[config.mk]
export PLATFORM = sky130hd
export DESIGN_NAME = microstep_phase_sequencer_core_flat
export DESIGN_NICKNAME = d
export VERILOG_FILES = /design/src/design/msps_pkg.sv /design/src/design/msps_step_if.sv /design/src/design/msps_result_if.sv /design/src/design/msps_duty.sv /design/src/design/microstep_phase_sequencer_core.sv /design/src/flat_wrapper.sv
export SDC_FILE = /design/constraint.sdc
export NUM_CORES = 2
export LEC_CHECK = 0
export ABC_CLOCK_PERIOD_IN_PS = 15800
export BUFFER_PORTS_ARGS = -buffer_cell sky130_fd_sc_hd__clkbuf_2
export CAP_MARGIN = 20
export CORE_ASPECT_RATIO = 1.75
export CORE_UTILIZATION = 63
export DETAILED_ROUTE_END_ITERATION = 10
export GPL_TIMING_DRIVEN = 0
export MAX_ROUTING_LAYER = met4
export PLACE_DENSITY = 0.8
export SLEW_MARGIN = 20
export SYNTH_ARGS = -nofsm -noshare
export SYNTH_HDL_FRONTEND = slang
export SYNTH_HIERARCHICAL = 1
export SYNTH_SLANG_ARGS = --single-unit
[constraint.sdc]
create_clock -name clk_i -period 15.8 [get_ports clk_i]
set_input_delay 3.16 -clock clk_i [delete_from_list [all_inputs] [get_ports clk_i]]
set_output_delay 3.16 -clock clk_i [all_outputs]
set_load 0.01 [all_outputs]
[src/design/msps_pkg.sv]
// Package for the microstep phase sequencer: constants, register codes
// and the elaboration-time sine ratio table generator. No dependencies.
package msps_pkg;

  localparam int unsigned MAX_STEP_LOG2_DEF = 8;
  localparam int unsigned MIN_STEP_LOG2     = 3;
  localparam int unsigned STEP_SIZE_RESET   = 4;

  localparam int unsigned CFG_IDX_W  = 1;
  localparam int unsigned CFG_DATA_W = 16;
  localparam int unsigned STEP_CFG_W = 4;
  localparam int unsigned OFFSET_W   = 16;
  localparam int unsigned RATIO_W    = 17;
  localparam int unsigned PWM_W      = 8;
  localparam int unsigned POS_W      = 10;

  localparam logic [31:0] PI8_Q32 = 32'd1686629713;

  typedef enum logic [CFG_IDX_W-1:0] {
    CFG_STEP_SIZE_LOG2 = 1'b0,
    CFG_DUTY_OFFSET    = 1'b1
  } cfg_idx_e;

  // sin(pi/8 * t / 2^m) in Q0.32, Taylor series to the ninth power
  function automatic logic [63:0] sine_q32(input int unsigned t, input int unsigned m);
    logic [63:0] x;
    logic [63:0] x2;
    logic [63:0] term;
    logic [63:0] s;
    x    = (64'(PI8_Q32) * 64'(t)) >> m;
    x2   = (x * x) >> 32;
    term = x;
    s    = x;
    term = ((term * x2) >> 32) / 64'd6;
    s    = s - term;
    term = ((term * x2) >> 32) / 64'd20;
    s    = s + term;
    term = ((term * x2) >> 32) / 64'd42;
    s    = s - term;
    term = ((term * x2) >> 32) / 64'd72;
    s    = s + term;
    return s;
  endfunction

  // sin(pi/8) in Q0.32, the same for every table size
  localparam logic [63:0] SINE_TOP = sine_q32(1, 0);

  // Q1.16 ratio sin(pi/8*t/T) / sin(pi/8), rounded; constant use only
  function automatic logic [RATIO_W-1:0] ratio_rom(input int unsigned t,
                                                   input int unsigned m);
    logic [63:0] s;
    s = sine_q32(t, m);
    return RATIO_W'(((s << 16) + (SINE_TOP >> 1)) / SINE_TOP);
  endfunction

endpackage

[src/design/msps_step_if.sv]
// Step tick channel: valid/ready handshake carrying the direction bit.
// No dependencies.
interface msps_step_if;
  logic valid;
  logic ready;
  logic direction;

  modport source (output valid, output direction, input ready);
  modport sink   (input valid, input direction, output ready);
endinterface

[src/design/msps_result_if.sv]
// Result channel: valid/ready handshake carrying both winding drives and position.
// Depends on msps_pkg for field widths.
interface msps_result_if;
  logic                          valid;
  logic                          ready;
  logic [msps_pkg::PWM_W-1:0]    winding_a_pwm;
  logic                          winding_a_phase;
  logic [msps_pkg::PWM_W-1:0]    winding_b_pwm;
  logic                          winding_b_phase;
  logic [msps_pkg::POS_W-1:0]    position;

  modport source (output valid, output winding_a_pwm, output winding_a_phase,
                  output winding_b_pwm, output winding_b_phase, output position,
                  input ready);
  modport sink   (input valid, input winding_a_pwm, input winding_a_phase,
                  input winding_b_pwm, input winding_b_phase, input position,
                  output ready);
endinterface

[src/design/msps_duty.sv]
// One winding's duty: sine ratio table lookup, offset blend and 255x scale.
// Depends on msps_pkg for the table generator and widths.
module msps_duty #(
  parameter int unsigned MAX_STEP_LOG2 = msps_pkg::MAX_STEP_LOG2_DEF
) (
  input  logic [MAX_STEP_LOG2:0]           rom_idx_i,
  input  logic [msps_pkg::OFFSET_W-1:0]    offset_i,
  output logic [msps_pkg::PWM_W-1:0]       pwm_o
);

  localparam int unsigned TAB_DEPTH = 1 << MAX_STEP_LOG2;
  localparam int unsigned RW        = msps_pkg::RATIO_W;
  localparam int unsigned OW        = msps_pkg::OFFSET_W;
  localparam logic [RW-1:0] ONE_Q16 = RW'(1) << OW;

  logic [RW-1:0] tab [TAB_DEPTH];

  for (genvar gi = 0; gi < TAB_DEPTH; gi++) begin : g_tab
    localparam logic [RW-1:0] RomVal = msps_pkg::ratio_rom(gi, MAX_STEP_LOG2);
    assign tab[gi] = RomVal;
  end

  logic [RW-1:0]        ratio;
  logic [RW-1:0]        inv_off;
  logic [2*RW-1:0]      prod;
  logic [2*OW:0]        blend;
  logic [2*OW+8:0]      scaled;

  // entry T itself is exactly 1.0
  assign ratio   = rom_idx_i[MAX_STEP_LOG2] ? ONE_Q16
                                            : tab[rom_idx_i[MAX_STEP_LOG2-1:0]];
  assign inv_off = ONE_Q16 - RW'(offset_i);
  assign prod    = inv_off * ratio;
  assign blend   = {1'b0, offset_i, OW'(0)} + (2*OW+1)'(prod);
  assign scaled  = {blend, 8'h00} - (2*OW+9)'(blend);
  assign pwm_o   = scaled[2*OW+7:2*OW];

endmodule

[src/design/microstep_phase_sequencer_core.sv]
// Two-winding stepper microstep sequencer, top level.
// Depends on msps_pkg, msps_step_if, msps_result_if and msps_duty.
//
// Usage:
//   step_i   : one beat per step tick; direction 1 counts forward, 0 reverse.
//   result_o : one beat per tick with PWM duty and phase for windings A and B
//              and the position the outputs were taken from.
//   cfg_*    : register write port; index 0 step_size_log2 (clamped to
//              3..MAX_STEP_LOG2), index 1 duty_offset. Changing the effective
//              step size clears the position. Write only while idle.
// Timing: the result register captures the outputs at the edge that accepts
//   the tick. Throughput: one tick per cycle while result_o is not stalled;
//   position update, index calculation and both table lookups are combinational
//   between the position register and the result register.
// Stall: the result register holds while result_o.ready is low; step_i.ready
//   stays high as long as the result register is empty or being drained.
// Reset: position 0, step size 4, offset 0, no result pending.
module microstep_phase_sequencer_core #(
  parameter int unsigned MAX_STEP_LOG2 = msps_pkg::MAX_STEP_LOG2_DEF
) (
  input  logic                              clk_i,
  input  logic                              rst_ni,
  input  logic                              cfg_we_i,
  input  logic [msps_pkg::CFG_IDX_W-1:0]    cfg_idx_i,
  input  logic [msps_pkg::CFG_DATA_W-1:0]   cfg_data_i,
  msps_step_if.sink                         step_i,
  msps_result_if.source                     result_o
);

  localparam int unsigned CNT_W = MAX_STEP_LOG2 + 2;
  localparam int unsigned J_W   = MAX_STEP_LOG2 + 1;
  localparam int unsigned K_W   = $clog2(MAX_STEP_LOG2 + 1);
  localparam int unsigned POS_W = msps_pkg::POS_W;
  localparam int unsigned PWM_W = msps_pkg::PWM_W;
  localparam int unsigned OFF_W = msps_pkg::OFFSET_W;
  localparam int unsigned K_RESET_I =
    (msps_pkg::STEP_SIZE_RESET < msps_pkg::MIN_STEP_LOG2) ? msps_pkg::MIN_STEP_LOG2 :
    (msps_pkg::STEP_SIZE_RESET > MAX_STEP_LOG2) ? MAX_STEP_LOG2 :
    msps_pkg::STEP_SIZE_RESET;
  localparam logic [K_W-1:0] K_RESET = K_W'(K_RESET_I);
  localparam logic [K_W-1:0] K_MIN   = K_W'(msps_pkg::MIN_STEP_LOG2);
  localparam logic [K_W-1:0] K_MAX   = K_W'(MAX_STEP_LOG2);

  logic [K_W-1:0]   k_q;
  logic [OFF_W-1:0] offset_q;
  logic [CNT_W-1:0] pos_q, pos_d;

  logic             step_acc;
  logic             res_valid_q, res_valid_d;
  logic [PWM_W-1:0] a_pwm_q, b_pwm_q, a_pwm, b_pwm;
  logic             a_ph_q, b_ph_q, a_ph, b_ph;
  logic [POS_W-1:0] pos_out_q;

  // config decode
  logic [msps_pkg::STEP_CFG_W-1:0] raw_k;
  logic [K_W-1:0]                  k_new;
  logic                            k_change;

  assign raw_k = cfg_data_i[msps_pkg::STEP_CFG_W-1:0];

  always_comb begin
    if (int'(raw_k) < int'(msps_pkg::MIN_STEP_LOG2)) begin
      k_new = K_MIN;
    end else if (int'(raw_k) > int'(MAX_STEP_LOG2)) begin
      k_new = K_MAX;
    end else begin
      k_new = K_W'(raw_k);
    end
  end

  assign k_change = cfg_we_i &&
                    (msps_pkg::cfg_idx_e'(cfg_idx_i) == msps_pkg::CFG_STEP_SIZE_LOG2) &&
                    (k_new != k_q);

  // index math
  logic [CNT_W-1:0] n, c, shifted;
  logic [CNT_W:0]   span, pos_ext;
  logic             q;
  logic             fwd;
  logic [CNT_W-1:0] j_up, j_dn, j_c, j_nc;
  logic [J_W-1:0]   ja, jb, ta, tb;
  logic [K_W-1:0]   t_shift;

  assign fwd     = step_i.direction;
  assign n       = CNT_W'(1) << k_q;
  assign span    = (CNT_W + 1)'(n) << 2;
  assign c       = pos_q & (n - CNT_W'(1));
  assign shifted = pos_q >> k_q;
  assign q       = shifted[0];
  assign b_ph    = shifted[1];
  assign a_ph    = b_ph ? q : ~q;
  assign j_up    = c + CNT_W'(1);
  assign j_dn    = n - CNT_W'(1) - c;
  assign j_c     = c;
  assign j_nc    = n - c;

  always_comb begin
    if (fwd) begin
      ja = J_W'(q ? j_up : j_dn);
      jb = J_W'(q ? j_dn : j_up);
    end else begin
      ja = J_W'(q ? j_c : j_nc);
      jb = J_W'(q ? j_nc : j_c);
    end
  end

  assign t_shift = K_MAX - k_q;
  assign ta      = ja << t_shift;
  assign tb      = jb << t_shift;

  msps_duty #(.MAX_STEP_LOG2(MAX_STEP_LOG2)) u_duty_a (
    .rom_idx_i (ta),
    .offset_i  (offset_q),
    .pwm_o     (a_pwm)
  );

  msps_duty #(.MAX_STEP_LOG2(MAX_STEP_LOG2)) u_duty_b (
    .rom_idx_i (tb),
    .offset_i  (offset_q),
    .pwm_o     (b_pwm)
  );

  // next position, wrapping both ways; a step size change clears it
  assign pos_ext = (CNT_W + 1)'(pos_q);

  always_comb begin
    pos_d = pos_q;
    if (step_acc) begin
      if (fwd) begin
        pos_d = (pos_ext + 1'b1 == span) ? '0 : CNT_W'(pos_ext + 1'b1);
      end else begin
        pos_d = (pos_q == '0) ? CNT_W'(span - 1'b1) : pos_q - CNT_W'(1);
      end
    end
    if (k_change) begin
      pos_d = '0;
    end
  end

  logic [POS_W+CNT_W-1:0] pos_wide;
  assign pos_wide = {POS_W'(0), pos_q};

  // handshake
  assign step_acc     = step_i.valid & step_i.ready;
  assign step_i.ready = ~res_valid_q | result_o.ready;
  assign res_valid_d  = step_acc | (res_valid_q & ~result_o.ready);

  always_ff @(posedge clk_i or negedge rst_ni) begin
    if (!rst_ni) begin
      k_q         <= K_RESET;
      offset_q    <= '0;
      pos_q       <= '0;
      res_valid_q <= 1'b0;
    end else begin
      res_valid_q <= res_valid_d;
      pos_q       <= pos_d;
      if (cfg_we_i) begin
        case (msps_pkg::cfg_idx_e'(cfg_idx_i))
          msps_pkg::CFG_STEP_SIZE_LOG2: begin
            k_q <= k_new;
          end
          msps_pkg::CFG_DUTY_OFFSET: begin
            offset_q <= cfg_data_i[OFF_W-1:0];
          end
          default: begin
          end
        endcase
      end
    end
  end

  always_ff @(posedge clk_i) begin
    if (step_acc) begin
      a_pwm_q   <= a_pwm;
      a_ph_q    <= a_ph;
      b_pwm_q   <= b_pwm;
      b_ph_q    <= b_ph;
      pos_out_q <= pos_wide[POS_W-1:0];
    end
  end

  assign result_o.valid           = res_valid_q;
  assign result_o.winding_a_pwm   = a_pwm_q;
  assign result_o.winding_a_phase = a_ph_q;
  assign result_o.winding_b_pwm   = b_pwm_q;
  assign result_o.winding_b_phase = b_ph_q;
  assign result_o.position        = pos_out_q;

endmodule

[src/flat_wrapper.sv]
// flat-port wrapper written by rule: the top's interface ports become plain ports
module microstep_phase_sequencer_core_flat 
#(
  parameter int unsigned MAX_STEP_LOG2 = msps_pkg::MAX_STEP_LOG2_DEF
)
  (clk_i, rst_ni, cfg_we_i, cfg_idx_i, cfg_data_i, step_i_valid, step_i_direction, step_i_ready, result_o_valid, result_o_winding_a_pwm, result_o_winding_a_phase, result_o_winding_b_pwm, result_o_winding_b_phase, result_o_position, result_o_ready);
  msps_step_if step_i_i ();
  msps_result_if result_o_i ();
  input  logic clk_i;
  input  logic rst_ni;
  input  logic cfg_we_i;
  input  logic [msps_pkg::CFG_IDX_W-1:0] cfg_idx_i;
  input  logic [msps_pkg::CFG_DATA_W-1:0] cfg_data_i;
  input wire logic [$bits(step_i_i.valid)-1:0] step_i_valid;
  input wire logic [$bits(step_i_i.direction)-1:0] step_i_direction;
  output wire logic [$bits(step_i_i.ready)-1:0] step_i_ready;
  output wire logic [$bits(result_o_i.valid)-1:0] result_o_valid;
  output wire logic [$bits(result_o_i.winding_a_pwm)-1:0] result_o_winding_a_pwm;
  output wire logic [$bits(result_o_i.winding_a_phase)-1:0] result_o_winding_a_phase;
  output wire logic [$bits(result_o_i.winding_b_pwm)-1:0] result_o_winding_b_pwm;
  output wire logic [$bits(result_o_i.winding_b_phase)-1:0] result_o_winding_b_phase;
  output wire logic [$bits(result_o_i.position)-1:0] result_o_position;
  input wire logic [$bits(result_o_i.ready)-1:0] result_o_ready;
  assign step_i_i.valid = step_i_valid;
  assign step_i_i.direction = step_i_direction;
  assign step_i_ready = step_i_i.ready;
  assign result_o_valid = result_o_i.valid;
  assign result_o_winding_a_pwm = result_o_i.winding_a_pwm;
  assign result_o_winding_a_phase = result_o_i.winding_a_phase;
  assign result_o_winding_b_pwm = result_o_i.winding_b_pwm;
  assign result_o_winding_b_phase = result_o_i.winding_b_phase;
  assign result_o_position = result_o_i.position;
  assign result_o_i.ready = result_o_ready;
  microstep_phase_sequencer_core #(.MAX_STEP_LOG2(MAX_STEP_LOG2)) u_core (.clk_i(clk_i), .rst_ni(rst_ni), .cfg_we_i(cfg_we_i), .cfg_idx_i(cfg_idx_i), .cfg_data_i(cfg_data_i), .step_i(step_i_i), .result_o(result_o_i));
endmodule
==> impl_metrics.json <==
{
  "finalCritPeriodShare_pct": 99.28,
  "hp-class": "flip-flop to flip-flop",
  "wl_per_cell_microns": 27.01,
  "drtIter0Drc": 4301,
  "ys_warn_count": 6,
  "grtUsageTotal_pct": 54.32,
  "grt.overflow.total": 0,
  "core_sq_mm": 0.05520,
  "cts_buffer_depth": 2,
  "fin_area_sq_mm": 0.03765,
  "worst_pin_slew_ns": 1.312,
  "outcome": "finished, final reports clean",
  "avgViaCountPerCell": 6.878,
  "min_period_ns": 15.69,
  "hold_ws_ns": 0.4540,
  "die_area_sq_mm": 0.05673,
  "cp_max_fo": 10,
  "insertion_delay_ns": 0.38,
  "netlist_instances": 4587,
  "r2r_slack_ns": 0.34,
  "synthToLayoutAreaGrowth_pct": 7.203,
  "yosysSeqAreaShare_pct": 4.606,
  "drtPass1Iterations": 8,
  "worst_setup_path_end_kind": "flip-flop",
  "yosysTopAreaCell": "fa_1",
  "io_pins": 53,
  "hold_path_depth": 0,
  "synth_top_area_share_pct": 27.25,
  "placed_area_sq_mm": 0.03637,
  "chipHeight_microns": 314.3,
  "skew_ns": 0.01971,
  "cts_tree": "built",
  "synth_ff_type": "dfrtp_1",
  "antenna_found_initial": 8,
  "initial_core_util_pct": 63.62,
  "grtUsageMet2_pct": 83.72,
  "synth_cell_type_count": 118,
  "async_reset_ff_share_pct": 52.54,
  "syn_area_sq_mm": 0.03512,
  "critPathMaxStageDelay_ns": 0.62,
  "grt_max_degree": 32,
  "wl_microns": 145400,
  "hold_violations": 0,
  "synthTopCellsByArea": "fa_1 (27%), ha_1 (12%), inv_1 (8.8%)",
  "gp_congestion": 1.175,
  "syn_avg_cell_area_sq_um": 7.657,
  "cts.sinks": 59,
  "drv_slew": 0,
  "antenna_left": 0,
  "port_buffers": 51,
  "max_freq_mhz": 63.75,
  "synth_edf_count": 28,
  "drc_errors": 0,
  "criticalPathCategory": "input pin to flip-flop",
  "cp-start-kind": "input pin",
  "dpl.hpwl_microns": 113900,
  "cp_data_required_time_ns": 15.94,
  "fill_cells": 4654,
  "max_cap_violations": 0,
  "critPathArrivalTime_ns": 15.82,
  "rows": 114,
  "numCtsBuffers": 9,
  "reg2regPathDepth": 54,
  "met3_usage_pct": 19.31,
  "grt_pass1_vias": 38517,
  "setup_viol": 0,
  "grt_pass1_wl_microns": 226300,
  "gr-usage-met1_pct": 51.25,
  "synth_seq_cells": 59,
  "busiest_layer": "met2",
  "cts.htree.levels": 3,
  "nets": 5497,
  "die_x_microns": 180.5,
  "cts.clk_slew.worst_paths_ns": 0.08,
  "cts_root_buf": "clkbuf_16",
  "vias": 37036,
  "setup_tns_ns": 0,
  "syn-num-nets": 5412,
  "drive_gt1_share_pct": 10.33,
  "cp_slowest_cell": "fa_1",
  "rsz0062_at_grt": "yes",
  "slew_headroom_pct": 11.88
}
[metrics by stage]
step / std cells / util [%] / worst slack (ns)
after floorplan: 4587 / - / 0.3225
after global placement: 5334 / 65.66 / -3.816
after detailed placement: 5342 / 65.88 / -3.258
after CTS: 5360 / 67.07 / 0.01032
after global routing: 5385 / 68.21 / -0.06778
final: 5385 / 68.21 / 0.1133
[area by class of cell]
cell class                 instances  area (sq um)  share of cell area, %
antenna                           12         30.03                0.07976
clock inverter                     7         61.31                 0.1628
buffer                           239          1217                  3.233
tap                              696         870.8                  2.313
sequential                        59          1618                  4.297
multi-input combinational       3438         29920                  79.47
clock buffer                       9         225.2                 0.5982
inverter                         837          3164                  8.404
timing repair buffer              88         541.8                  1.439
[state kept, by name, summed over array words and instances (netlist names), 4 cells and up]
register                       count
u_core/offset_q                   16
u_core/pos_q                      10
u_core/result_o.winding_a_pwm      8
u_core/k_q                         4
u_core/result_o.winding_b_pwm      8
u_core/result_o.position          10
[cells in the final DEF, fill, tap and decap left out, types with 51 or more instances in the layout]
| cell | count |
|---|---|
| inv_1 | 819 |
| fa_1 | 478 |
| nand2_1 | 468 |
| nor2_1 | 421 |
| ha_1 | 315 |
| a21oi_1 | 216 |
| o21ai_0 | 181 |
| xnor2_1 | 104 |
| and2_1 | 100 |
| clkbuf_1 | 97 |
| nor3_1 | 94 |
| clkbuf_2 | 86 |
| nand3_1 | 79 |
| buf_2 | 60 |
| a21o_1 | 59 |
| nand2b_1 | 51 |
[cell usage after synthesis, types with 56 or more instances]
| library cell | n |
|---|---|
| nor3_1 | 99 |
| nand3_1 | 79 |
| buf_2 | 56 |
| and2_1 | 101 |
| a21o_1 | 59 |
| ha_1 | 324 |
| nand2_1 | 473 |
| o21ai_0 | 192 |
| a21oi_1 | 227 |
| clkbuf_1 | 168 |
| inv_1 | 823 |
| xnor2_1 | 114 |
| fa_1 | 478 |
| nor2_1 | 433 |
[timing repair]
item	in CTS	in global routing
setup buffers	8	21
pin swaps	9	15
hold buffers	0	0
gates resized for setup	126	165
endpoints found under the setup margin	16	16
[cells by family after synthesis]
| group | share of synthesized area, % |
|---|---|
| AND/OR/NAND/NOR | 19.13 |
| buffers and inverters | 11.97 |
| AO/OA/AOI/OAI | 18.12 |
| adder cells (fa/ha/maj) | 38.79 |
| XOR/XNOR | 4.100 |
| multiplexers | 3.270 |
| flip-flops | 4.606 |
| other | 0.01068 |
[per-layer routing]
metal  wire (microns)  up-vias
li1                 -    15345
met1            43800    17331
met2            65970     2915
met3            15940     1445
met4            19720        0
met5                0        -
[critical path: cells and delay by family]
kind / cells / cell delay [ns]
AOI/OAI and AO/OA: 16 / 3.42
buffers and inverters: 14 / 2.87
muxes: 1 / 0.52
xor gates and xnor gates: 2 / 0.40
adders and majority gates: 8 / 3.82
and+or+nand+nor: 7 / 1.59
[final timing paths]
| check | to | from |
|---|---|---|
| hold / removal | u_core/result_o.position[3]$_DFFE_PP_ | u_core/pos_q[3]$_DFFE_PN0P_ |
| max in group asynchronous | u_core/offset_q[10]$_DFFE_PN0P_ | rst_ni |
| min in group asynchronous | u_core/result_o.valid$_DFF_PN0_ | rst_ni |
| setup reg to reg | u_core/result_o.winding_a_pwm[6]$_DFFE_PP_ | u_core/k_q[1]$_DFFE_PN0P_ |
| hold reg to reg | u_core/result_o.position[3]$_DFFE_PP_ | u_core/pos_q[3]$_DFFE_PN0P_ |
| setup / recovery | u_core/result_o.winding_a_pwm[6]$_DFFE_PP_ | step_i_direction |
Power is not shown: default switching activity piles up to over one toggle a cycle in this logic, so the estimate is an artifact.
